## config.mk

```make
export PLATFORM = sky130hd
export DESIGN_NAME = ppi_ctrl
export DESIGN_NICKNAME = d
export VERILOG_FILES = /design/src/rtl/core/ppi_pkg.sv /design/src/rtl/core/ppi_ctrl.sv
export SDC_FILE = /design/constraint.sdc
export NUM_CORES = 1
export LEC_CHECK = 0
export ABC_CLOCK_PERIOD_IN_PS = 1260
export BUFFER_PORTS_ARGS = -buffer_cell sky130_fd_sc_hd__buf_2
export CORE_AREA = 4 4 41 43
export DETAILED_ROUTE_END_ITERATION = 8
export DIE_AREA = 0 0 45 47
export HOLD_SLACK_MARGIN = 0.12
export MAX_ROUTING_LAYER = met4
export PLACE_DENSITY = 0.68
export SKIP_CTS_REPAIR_TIMING = 1
export SLEW_MARGIN = 0
export SYNTH_ARGS = -nofsm -noshare
export SYNTH_HDL_FRONTEND = slang
export SYNTH_SLANG_ARGS = --single-unit
```

## constraint.sdc

```tcl
create_clock -name clk -period 1.26 [get_ports clk]
set_input_delay 0.126 -clock clk [delete_from_list [all_inputs] [get_ports clk]]
set_output_delay 0.126 -clock clk [all_outputs]
set_load 0.005 [all_outputs]
```

## src/rtl/core/ppi_pkg.sv

```systemverilog
// ppi_pkg: shared types and constants for the particle pool integrator.
// No dependencies.
package ppi_pkg;

  typedef enum logic [1:0] {
    CMD_SPAWN = 2'd0,
    CMD_TICK  = 2'd1,
    CMD_CLEAR = 2'd2,
    CMD_READ  = 2'd3
  } cmd_t;

  typedef enum logic [3:0] {
    ST_IDLE,
    ST_TICK_RD,
    ST_TICK_A,
    ST_TICK_B,
    ST_TICK_C,
    ST_TICK_D,
    ST_TICK_WR,
    ST_MOVE_RD,
    ST_MOVE_WR,
    ST_READ_RD,
    ST_READ_OUT,
    ST_OUT
  } state_t;

  // one pool entry
  typedef struct packed {
    logic signed [31:0] pos_x;
    logic signed [31:0] pos_y;
    logic signed [31:0] pos_z;
    logic signed [15:0] dir_x;
    logic signed [15:0] dir_y;
    logic signed [15:0] dir_z;
    logic        [23:0] speed;
    logic signed [23:0] accel;
    logic        [31:0] birth;
    logic signed [23:0] life;
  } entry_t;

  // controller -> datapath
  typedef struct packed {
    logic load_in;     // latch input word
    logic spawn_wr;    // write spawn entry at slot count
    logic tick_start;  // advance clock, clear walk index
    logic rd;          // read entry at walk index (or read index)
    logic rd_sel_idx;  // 1: read address from input index
    logic step_a;      // stage: inner, speed delta
    logic step_b;      // stage: travel
    logic step_c;      // stage: dir products, position sums
    logic step_d;      // stage: saturate positions, clamp speed, age check
    logic upd_wr;      // write updated entry, advance or kill
    logic mv_rd;       // read last entry
    logic mv_wr;       // write moved entry to walk index
    logic clear;       // empty pool
    logic res_load;    // build result
  } ctl_t;

  // datapath -> controller
  typedef struct packed {
    logic walk_done;   // walk index reached count
    logic full;        // pool full
    logic dead;        // current particle expired
    logic last;        // current slot is the last live one
  } sts_t;

endpackage

```

## src/rtl/core/ppi_ctrl.sv

```systemverilog
// ppi_ctrl: command sequencer for the particle pool integrator.
// Depends on ppi_pkg.
module ppi_ctrl (
  input  logic           clk,
  input  logic           rst,
  input  logic           in_valid,
  input  logic [1:0]     in_cmd,
  output logic           in_ready,
  output logic           out_valid,
  input  logic           out_ready,
  input  ppi_pkg::sts_t  sts,
  output ppi_pkg::ctl_t  ctl
);
  import ppi_pkg::*;

  state_t state, state_next;
  logic   oval, oval_next;
  logic   acc;
  cmd_t   cur, cur_next;

  assign in_ready  = (state == ST_IDLE) && !oval;
  assign out_valid = oval;
  assign acc       = in_valid && in_ready;

  always_ff @(posedge clk) begin
    if (rst) begin
      state <= ST_IDLE;
      oval  <= 1'b0;
      cur   <= CMD_SPAWN;
    end else begin
      state <= state_next;
      oval  <= oval_next;
      cur   <= cur_next;
    end
  end

  always_comb begin
    state_next = state;
    cur_next   = cur;
    unique case (state)
      ST_IDLE: begin
        if (acc) begin
          cur_next = cmd_t'(in_cmd);
          unique case (cmd_t'(in_cmd))
            CMD_TICK:  state_next = ST_TICK_RD;
            CMD_READ:  state_next = ST_READ_RD;
            default:   state_next = ST_OUT;
          endcase
        end
      end
      ST_TICK_RD:  state_next = sts.walk_done ? ST_OUT : ST_TICK_A;
      ST_TICK_A:   state_next = ST_TICK_B;
      ST_TICK_B:   state_next = ST_TICK_C;
      ST_TICK_C:   state_next = ST_TICK_D;
      ST_TICK_D:   state_next = ST_TICK_WR;
      ST_TICK_WR: begin
        if (sts.dead && !sts.last) state_next = ST_MOVE_RD;
        else if (sts.dead)         state_next = ST_OUT;
        else                       state_next = ST_TICK_RD;
      end
      ST_MOVE_RD:  state_next = ST_MOVE_WR;
      ST_MOVE_WR:  state_next = ST_TICK_RD;
      ST_READ_RD:  state_next = ST_READ_OUT;
      ST_READ_OUT: state_next = ST_OUT;
      ST_OUT:      state_next = ST_IDLE;
      default:     state_next = ST_IDLE;
    endcase
  end

  always_comb begin
    oval_next = oval;
    if (oval && out_ready) oval_next = 1'b0;
    if (state == ST_OUT)   oval_next = 1'b1;
  end

  always_comb begin
    ctl = '0;
    unique case (state)
      ST_IDLE: begin
        ctl.load_in = acc;
        if (acc && cmd_t'(in_cmd) == CMD_TICK) ctl.tick_start = 1'b1;
      end
      ST_TICK_RD: ctl.rd = !sts.walk_done;
      ST_TICK_A:  ctl.step_a = 1'b1;
      ST_TICK_B:  ctl.step_b = 1'b1;
      ST_TICK_C:  ctl.step_c = 1'b1;
      ST_TICK_D:  ctl.step_d = 1'b1;
      ST_TICK_WR: ctl.upd_wr = 1'b1;
      ST_MOVE_RD: ctl.mv_rd = 1'b1;
      ST_MOVE_WR: ctl.mv_wr = 1'b1;
      ST_READ_RD: begin
        ctl.rd         = 1'b1;
        ctl.rd_sel_idx = 1'b1;
      end
      ST_READ_OUT: ;
      ST_OUT: begin
        ctl.res_load = 1'b1;
        ctl.spawn_wr = (cur == CMD_SPAWN) && !sts.full;
        ctl.clear    = (cur == CMD_CLEAR);
      end
      default: ;
    endcase
  end

endmodule

```

# --- After elaboration in Yosys (flattened, before gate mapping) ---
# Cells that the tools add are included.
totals:
  n_memories: 0
  wordCells: 54
  latch_bits: 0
  romBits: 0
  ramBits: 0
  reg_bits: 7
  output_inout_bits: 16
op_classes:
  shift: 0
  div: 0
  magnitude_cmp: 0
  mul: 0
  eq_ne: 15
  muxes: 22
  n_bitwise: 0
  n_reduce_logical: 14
  n_addsub: 0
ops:
  columns: ["cell", "count"]
  rows:
  - ["$pmux 4 s11", 1]
  - ["$eq 4x3->1 const B", 4]
  - ["$eq 4x4->1 const B", 4]
  - ["$mux 4", 4]
  - ["$mux 1", 14]
  - ["$eq 4x2->1 const B", 2]
  - ["$pmux 4 s2", 1]
  - ["$logic_and 1x1->1", 6]
  - ["$eq 2x2->1 const B", 2]
  - ["$eq 4x1->1 const B", 1]
  - ["$logic_not 1->1", 4]
  - ["$logic_not 4->1", 1]
  - ["$eq 2x1->1 const B", 1]
  - ["$logic_not 2->1", 1]
  - ["$mux 2", 1]
  - ["$ne 2x2->1 const B", 1]
  - ["$pmux 1 s2", 1]
  - ["$reduce_and 2->1", 1]
  - ["$reduce_bool 2->1", 1]

# --- Depth between registers and ports, before layout ---
# Gate-level depths: netlist (run 1).
depth:
  depth_word: 6
  depth_mapped: 5

# --- Worst setup path before layout (run 1) ---
# Ideal clock, no wire load.
synth_path:
  kind: "register -> register"
  startpoint: "register oval (netlist: out_valid)"
  endpoint: "register state[0]"
  path_stages_with_launch: 5
  setup_ns: 0.057
  path_buffers: 0
  synth_period_minus_slack_ns: 1.099
  t_arrival_ns: 1.042
  path_slack_ns: 0.161
  path_cell_list: "dfxtp_1 > or2b_1 > a31oi_2 > o21ai_2 > o21ba_2"
synth_via:
  elab_chain_cells: 4
synth_lines:
  columns: ["item", "line_no", "source"]
  rows:
  - ["from (decl)", "ppi_ctrl.sv:17", "logic oval, oval_next;"]
  - ["from (signal assigned)", "ppi_ctrl.sv:32", "oval <= oval_next;"]
  - ["$logic_not 1->1", "ppi_ctrl.sv:21", "assign in_ready = (state == ST_IDLE) && !oval;"]
  - ["$logic_and 1x1->1", "ppi_ctrl.sv:21", null]
  - ["$logic_and 1x1->1", "ppi_ctrl.sv:23", "assign acc = in_valid && in_ready;"]
  - ["$ne 2x2->1 (no line)", null, null]
  - ["to (signal assigned)", "ppi_ctrl.sv:31", "state <= state_next;"]
  - ["to (decl)", "ppi_ctrl.sv:16", "state_t state, state_next;"]
# No other way between the ends.
# A chain may end at the register's enable or synchronous reset.

==> metrics.txt, run 1 <==
CTS tree done; static leakage about 0.46 nW; area leader, netlist dfxtp_1; count of input and output buffers 25; critical path type reg2out; RePlAce Congestion 0.8559; unrepaired setup endpoints after global routing true; Skew-Pair Late Insertion Delay ~260 ps; Buf/Inv on CP 1; Starting Density around 38%; status finished with violations; clk root buf clkbuf_4; min cycle time layout ~1500 ps; skew final slightly below 0.9 ps; Distinct cells, synth 27; CTS Buf Count 3; H-tree Lvls 1; die area approximately 0.0021 sq mm; #FFs+latches synth 7; GR Overflow Total 0; Max IR drop VDD about 1.4 mV; clk buf depth 2; Worst R2R Path Depth 5; vias in the first global route slightly below 600; reg2reg setup slack ~20 ps; antenna cells 0; total stage count of the critical path 4; Slew headroom between 80% and 90%; Remaining DRCs 0; Rows 13; Vias/cell around 5.4; Synth warnings 0; P&R area growth vs syn 80.25%; Syn Area/Cell between 7 and 8 sq um; final period utilization 116.7%; worst-path fanout max 4; Final Hold Viols 0; failing checks setup timing; Final setup viols 13; Sink Count 7; Reg clk slew, reported paths ~60 ps; antenna-violating nets left 0; initial antenna violation count 0; CORE AREA ~0.0013 sq mm; Post-Syn Nets 80; Worst Setup SP state[1]$_SDFFE_PP0P_; CP Launch Type register; Filler Cell Count about 110; commonest cells after routing, fill and taps aside buf_2 (23), buf_4 (16), nor2_1 (8), a21oi_1 (5); router iterations before antenna repair 4; Critical Path Slowest Stage Cell dfxtp_4; commonest non-fill, non-tap cell in the layout buf_2; fin. max-slew vios 0; Synth area leaders dfxtp_1 (28%), nor2_1 (8.4%), a21oi_1 (6.1%); Post-Syn Area around 490 sq um; Iter 0 DRT Violations 39; Top FF cell, synth dfxtp_1; Post-synth EDFFs 0; CP peak stage delay about 360 ps; worst slew pin tran between 200 and 300 ps; die height 47 um; CP Capture Type primary output; Worst Hold Depth 3; Arrival @ worst endpoint 1340 ps; Horiz. Die Dim 45 um; drt total wl around 2000 um; part of the Yosys area used for sequential elements roughly 28%; largest net degree at the start of global routing 12; DR vias ~700; DR WL/cell around 15 um; Final WS setup -210.7 ps; Cell Chain, Critical Path nor2_4, nand4b_1, nor3_1, buf_2; I/O pins 26; pwr dens about 2200 mW/mm^2; RR Endpoint state[0]$_SDFFE_PP0P_; launch point of the worst reg-to-reg path state[3]$_SDFFE_PP0P_; crit path capture ctl[11]; synthesized instance count 70; FFs w/ async S/R, synth 0%; top-area cell type share of the netlist area 28.35%; layout net count approximately 130; Worst path top cell family by delay simple AND/OR/NAND/NOR gates; PnR Total Power 1.970 mW; Max Cap Viol 0; GR Util All Layers between 15 and 20%; Req. time, crit path roughly 1100 ps; HPWL Detailed 1217 um; f_max 0.6800 GHz; first-pass GRT wire length between 2000 and 2500 um; Final Util between 60% and 70%; layout cells sized above 1 61.40%; class of the worst hold path in2reg
[state kept, by name, indices dropped and copies added (netlist names)]
register and cells:
cur 2, out_valid 1, state 4
[metal layers]
layer / global-route usage (%) / vias up / share of wire (%)
li1: - / 329 / -
met1: 18.95 / 340 / 39
met2: 27.97 / 25 / 53
met3: 3.831 / 7 / 6.0
met4: 11.11 / 0 / 1.8
met5: - / - / 0
[worst reg2reg max path, delay by kind of cell (launching register included)]
kind	cells	cell delay (ps)
AOI/OAI and AO/OA	3	590
buffers and inverters	1	140
DFF	1	400
and+or+nand+nor	1	60
[Yosys cell counts, types with 2 or more instances]
cell	number
nor2_1	11
dfxtp_1	7
a21oi_1	6
inv_1	6
nand2_1	6
and3_1	3
buf_2	3
nor3_1	3
a211oi_1	2
mux2i_1	2
nand2b_1	2
nand3_1	2
o21ai_0	2
or2b_1	2
[final cells by class]
class                           count  area, sq um  share of cell area, %
Multi-Input combinational cell     53        376.6                  42.28
Timing Repair Buffer               44        290.3                  32.58
Sequential cell                     7        152.6                  17.13
Clock buffer                        4        26.28                  2.949
Inverter                            6        26.28                  2.949
Tap cell                           15        18.77                  2.107
[metrics by stage]
stage | area, sq um | cells | TNS, ps | hold slack [ps] | setup WS [ps]
floorplan | 494.2 | 70 | 0 | 195.1 | 161.1
global placement | 713.2 | 119 | 0 | 362.3 | 62.28
detailed placement | 713.2 | 119 | 0 | 369.6 | 61.62
CTS | 739.5 | 123 | -1477 | 94.52 | -193.6
global route | 890.9 | 129 | -1848 | 152.2 | -243.2
finish | 890.9 | 129 | -1009 | 138.2 | -210.7
[where the power goes]
group | internal (mW) | leakage, nW | total (mW) | switching (mW)
registers | 0.318 | 0.0597 | 0.425 | 0.107
clock network | 0.122 | 0.0150 | 0.221 | 0.0987
logic | 0.671 | 0.384 | 1.32 | 0.653
total | 1.11 | 0.459 | 1.97 | 0.859
[kinds of logic after synthesis]
group | share of synthesized area, %
AOI/OAI and AO/OA | 25.32
and+or+nand+nor | 33.17
muxes | 4.051
DFF | 28.35
buffers and inverters | 9.113
[worst min-delay path by stage]
stage                          from                     end
after global routing      out_ready  out_valid$_SDFFE_PP0P_
after floorplan                 rst  out_valid$_SDFFE_PP0P_
after CTS                       rst     cur[1]$_SDFFE_PP0P_
final                     in_cmd[0]     cur[0]$_SDFFE_PP0P_
after global placement          rst  out_valid$_SDFFE_PP0P_
after detailed placement        rst     cur[0]$_SDFFE_PP0P_
Note: power is estimated with default switching activity, not from simulation.
==> run 2: changes to the inputs <==
--- a/config.mk
+++ b/config.mk
@@ -13,6 +13,8 @@
 export HOLD_SLACK_MARGIN = 0.12
 export MAX_ROUTING_LAYER = met4
 export PLACE_DENSITY = 0.68
+export RECOVER_POWER = 100
+export REMOVE_ABC_BUFFERS = 1
 export SKIP_CTS_REPAIR_TIMING = 1
 export SLEW_MARGIN = 0
 export SYNTH_ARGS = -nofsm -noshare
==> metrics.txt, run 2 (synthesized netlist as in run 1, its figures left out) <==
status finished with violations; failing checks setup timing; Starting Density 37.98% (unchanged); router iterations before antenna repair 2 (-2); antenna cells 0 (unchanged); Skew-Pair Late Insertion Delay 260 ps (about the same); I/O pins 26 (unchanged); die area 0.002115 sq mm (unchanged); P&R area growth vs syn 78.73%; Most flops, register state; CTS tree done; Req. time, crit path 1130 ps (about the same); Reg clk slew, reported paths 50 ps (about the same); fin. max-slew vios 0 (unchanged); pwr dens 2161 mW/mm^2 (-2.3%); clock share of power 11.3% (about the same); Rows 13 (unchanged); Final Util 67.88% (-0.58 points); HPWL Detailed 1103 um (-9.4%); GR Overflow Total 0 (unchanged); min cycle time layout 1378 ps (-92.74 ps); multi-input logic area 396.6 sq um (+5.3%); DR WL/cell 13.06 um (-16%); worst-path fanout max 6 (+2); sw frac 42.98% (-0.65 points); Horiz. Die Dim 45 um (unchanged); cell-internal power 1.089 mW (-2.0%); Filler Cell Count 98 (-6.7%); Sequential Power Share 23.4% (+1.8 points); Iter 0 DRT Violations 13 (-67%); layout net count 121 (-3.2%); die height 47 um (unchanged); drt total wl 1632 um (-18%); Final setup viols 11 (-2); critical path type reg2out; f_max 0.7257 GHz (+6.7%); Max Cap Viol 0 (unchanged); Setup WS pre-CTS 39.11 ps (-22.52 ps); Sink Count 7 (unchanged); layout cells sized above 1 58.18% (-3.2 points); CP Capture Type primary output; vias in the first global route 565 (-4.4%); static leakage 0.4389 nW (-4.3%); worst slew pin tran 225.6 ps (-47.08 ps); Fin Hold WS 140.1 ps (+1.914 ps); flip-flop count of the largest register after layout 4 (unchanged); CTS Buf Count 3 (unchanged); final period utilization 109.4% (-7.4 points); clk buf depth 2 (unchanged); DR vias 637 (-9.1%); largest net degree at the start of global routing 12 (unchanged); Gate power share 65.4% (-1.8 points); total negative setup slack -818.1 ps (+191.0 ps); Max IR drop VDD 1.530 mV (+13%); commonest non-fill, non-tap cell in the layout buf_2; Remaining DRCs 0 (unchanged); H-tree Lvls 1 (unchanged); Final WS setup -117.9 ps (+92.74 ps); unrepaired setup endpoints after global routing true; Final Hold Viols 0 (unchanged); count of input and output buffers 25 (unchanged); GR Util All Layers 16.20% (-1.0 points); clk root buf clkbuf_4; CP Launch Type register; skew final 2.978 ps (+2.101 ps); Slew headroom 84.83% (+3.1 points); antenna-violating nets left 0 (unchanged); commonest cells after routing, fill and taps aside buf_2 (23), buf_4 (11), nor2_1 (7), a21oi_1 (6), nand2_1 (5); first-pass GRT wire length 2304 um (-7.0%); Arrival @ worst endpoint 1250 ps (-90 ps); initial antenna violation count 0 (unchanged); RePlAce Congestion 0.7779 (-9.1%); Sw Pwr 0.8205 mW (-4.5%); PnR Total Power 1.909 mW (-3.1%); Vias/cell 5.096 (-6.2%); CORE AREA 0.001301 sq mm (unchanged); class of the worst hold path in2reg; Seq. cell area 152.6 sq um (unchanged)
## run 2: cell types whose count changed in the layout (fill, tap and decap cells not counted), moves of 2 or more
| cell | before | now |
|---|---|---|
| and3_1 | 1 | 3 |
| buf_4 | 16 | 11 |
| and3_4 | 2 | 0 |
| nor2_4 | 2 | 4 |
## run 2: layer usage
layer / GRT usage, % / vias up / wire (um)
met5: - / - / 0
met4: 8.772 / 0 / 29
met3: 6.897 / 4 / 53
met2: 24.58 / 7 / 853
met1: 17.89 / 302 / 695
li1: - / 324 / -
## run 2: area by class of cell
cell class                      instances  share of cell area, %
Multi-Input combinational cell         53                  44.90
Timing Repair Buffer                   40                  29.46
Sequential cell                         7                  17.28
Inverter                                6                  3.258
Clock buffer                            4                  2.975
Tap cell                               15                  2.125
## run 2: critical path, cell delays in order, from the launching register on
cell,delay (ps)
dfxtp_4,380
nor2_4,180
nand4b_1,130
buf_4,170
inv_2,50
buf_6,80
## run 2: power groups by stage
| stage | Sequential, mW | Combinational [mW] | Clock, mW |
|---|---|---|---|
| floorplan | 0.407 | 0.452 | 0 |
| global placement | 0.357 | 0.869 | 0 |
| detailed placement | 0.360 | 0.875 | 0 |
| CTS | 0.357 | 0.879 | 0.226 |
| global route | 0.459 | 1.38 | 0.239 |
| finish | 0.446 | 1.25 | 0.215 |
## run 2: metrics by stage
step / instance area, sq um / instances
floorplan: 471.7 / 66
global placement: 675.6 / 114
detailed placement: 675.6 / 114
CTS: 701.9 / 118
global route: 883.3 / 125
finish: 883.3 / 125
## run 2: final timing paths
path                                        startpoint                endpoint  slack (ps)  cells past startpoint
worst max-delay path             state[3]$_SDFFE_PP0P_                 ctl[13]        -120                      5
worst min-delay path                         in_cmd[1]     cur[1]$_SDFFE_PP0P_         140                      3
worst max register to register   state[3]$_SDFFE_PP0P_     cur[0]$_SDFFE_PP0P_         -30                      6
worst min register to register  out_valid$_SDFFE_PP0P_  out_valid$_SDFFE_PP0P_         530                      2
==> run 3: changes to the inputs <==
--- a/config.mk
+++ b/config.mk
@@ -16,6 +16,7 @@
 export RECOVER_POWER = 100
 export REMOVE_ABC_BUFFERS = 1
 export SKIP_CTS_REPAIR_TIMING = 1
+export SKIP_LAST_GASP = 1
 export SLEW_MARGIN = 0
 export SYNTH_ARGS = -nofsm -noshare
 export SYNTH_HDL_FRONTEND = slang
==> metrics.txt, run 3 (synthesized netlist as in run 1, its figures left out) <==
DR WL/cell 12.98 um (-0.55%); first-pass GRT wire length 2304 um (unchanged); Starting Density 37.98% (unchanged); GR Overflow Total 0 (unchanged); initial antenna violation count 0 (unchanged); Slew headroom 84.84% (about the same); pwr dens 2156 mW/mm^2 (-0.25%); count of input and output buffers 25 (unchanged); Max IR drop VDD 1.528 mV (-0.14%); Design Area, Final 875.8 sq um (-0.85%); Critical Path Slowest Stage Cell dfxtp_4; layout cells sized above 1 56.36% (-1.8 points); antenna-violating nets left 0 (unchanged); skew final 2.978 ps (-0.00003000 ps); Horiz. Die Dim 45 um (unchanged); Final Hold Viols 0 (unchanged); Req. time, crit path 1130 ps (about the same); Max Cap Viol 0 (unchanged); Reg clk slew, reported paths 50 ps (about the same); Final setup viols 11 (unchanged); HPWL Detailed 1103 um (unchanged); failing checks setup timing; CP Capture Type primary output; layout net count 121 (unchanged); Arrival @ worst endpoint 1250 ps (about the same); GR Util All Layers 16.20% (unchanged); P&R area growth vs syn 77.22%; largest net degree at the start of global routing 12 (unchanged); flip-flop count of the largest register after layout 4 (unchanged); CORE AREA 0.001301 sq mm (unchanged); Iter 0 DRT Violations 11 (-2); commonest cells after routing, fill and taps aside buf_2 (23), buf_4 (11), nor2_1 (7), nand2_1 (6), a21oi_1 (6); Area after DPL 675.6 sq um (unchanged); H-tree Lvls 1 (unchanged); Final WS setup -118.0 ps (-0.06900 ps); clk root buf clkbuf_4; static leakage 0.4361 nW (-0.65%); drt total wl 1623 um (-0.55%); final period utilization 109.4% (about the same); Vias/cell 5.112 (+0.31%); commonest non-fill, non-tap cell in the layout buf_2; total negative setup slack -818.9 ps (-0.7750 ps); min cycle time layout 1378 ps (+0.06900 ps); vias in the first global route 565 (unchanged); critical path type reg2out; worst-path fanout max 6 (unchanged); die area 0.002115 sq mm (unchanged); fin. max-slew vios 0 (unchanged); CP peak stage delay 380 ps (about the same); Most flops, register state; CTS tree done; class of the worst hold path in2reg; unrepaired setup endpoints after global routing true; CTS Buf Count 3 (unchanged); f_max 0.7257 GHz (about the same); I/O pins 26 (unchanged); Sink Count 7 (unchanged); worst slew pin tran 225.4 ps (-0.1841 ps); router iterations before antenna repair 4 (+2); clk buf depth 2 (unchanged); antenna cells 0 (unchanged); CP Launch Type register; DR vias 639 (+0.31%); Remaining DRCs 0 (unchanged); reg2reg setup slack -30 ps (about the same); Fin Hold WS 140.1 ps (-0.01200 ps); PnR Total Power 1.888 mW (-1.1%); status finished with violations; RePlAce Congestion 0.7779 (unchanged); Cell Chain, Critical Path nor2_4, nand4b_1, buf_4, inv_2, buf_6; Rows 13 (unchanged); Skew-Pair Late Insertion Delay 260 ps (about the same); die height 47 um (unchanged)
==> run 3: cell counts in the layout (fill, tap and decap cells not counted) <==
Identical to the previous run, type by type.
==> run 3: cell type report <==
type	instances	area [sq um]
fill	98	425.4
multi-input combinational	53	389.1
timing repair buffer	40	260.3
sequential	7	152.6
inverter	6	28.78
clock buffer	4	26.28
tap	15	18.77
==> run 3: metal layers <==
metal  track usage [%]  wire (um)  vias up
li1                  -          -      323
met1             17.89        683      303
met2             24.58        853        9
met3             6.897         56        4
met4             8.772         29        0
met5                 -          0        -
==> run 3: worst paths after layout <==
path | startpoint | end | cells past startpoint
worst max-delay path | state[3]$_SDFFE_PP0P_ | ctl[13] | 5
worst max register to register | state[3]$_SDFFE_PP0P_ | cur[0]$_SDFFE_PP0P_ | 6
worst min register to register | out_valid$_SDFFE_PP0P_ | out_valid$_SDFFE_PP0P_ | 2
worst min-delay path | in_cmd[1] | cur[1]$_SDFFE_PP0P_ | 3
==> run 3: critical path, delay by kind of cell (launching register included) <==
kind / cells / cell delay (ps)
simple gates: 2 / 310
buf+inv: 3 / 300
flops: 1 / 380
==> run 3: report_power, final <==
part | internal [mW] | switching (mW) | leakage, nW | total (mW)
sequential | 0.315 | 0.131 | 0.0597 | 0.446
combinational | 0.644 | 0.583 | 0.361 | 1.23
clock | 0.122 | 0.0937 | 0.0150 | 0.215
==> run 3: stage by stage <==
stage / std cells / worst slack (ps) / utilization (%)
floorplan: 66 / -30.35 / -
global placement: 114 / 65.88 / 51.92
detailed placement: 114 / 39.11 / 51.92
CTS: 118 / -217.0 / 53.94
global route: 125 / -201.6 / 67.31
finish: 125 / -118.0 / 67.31
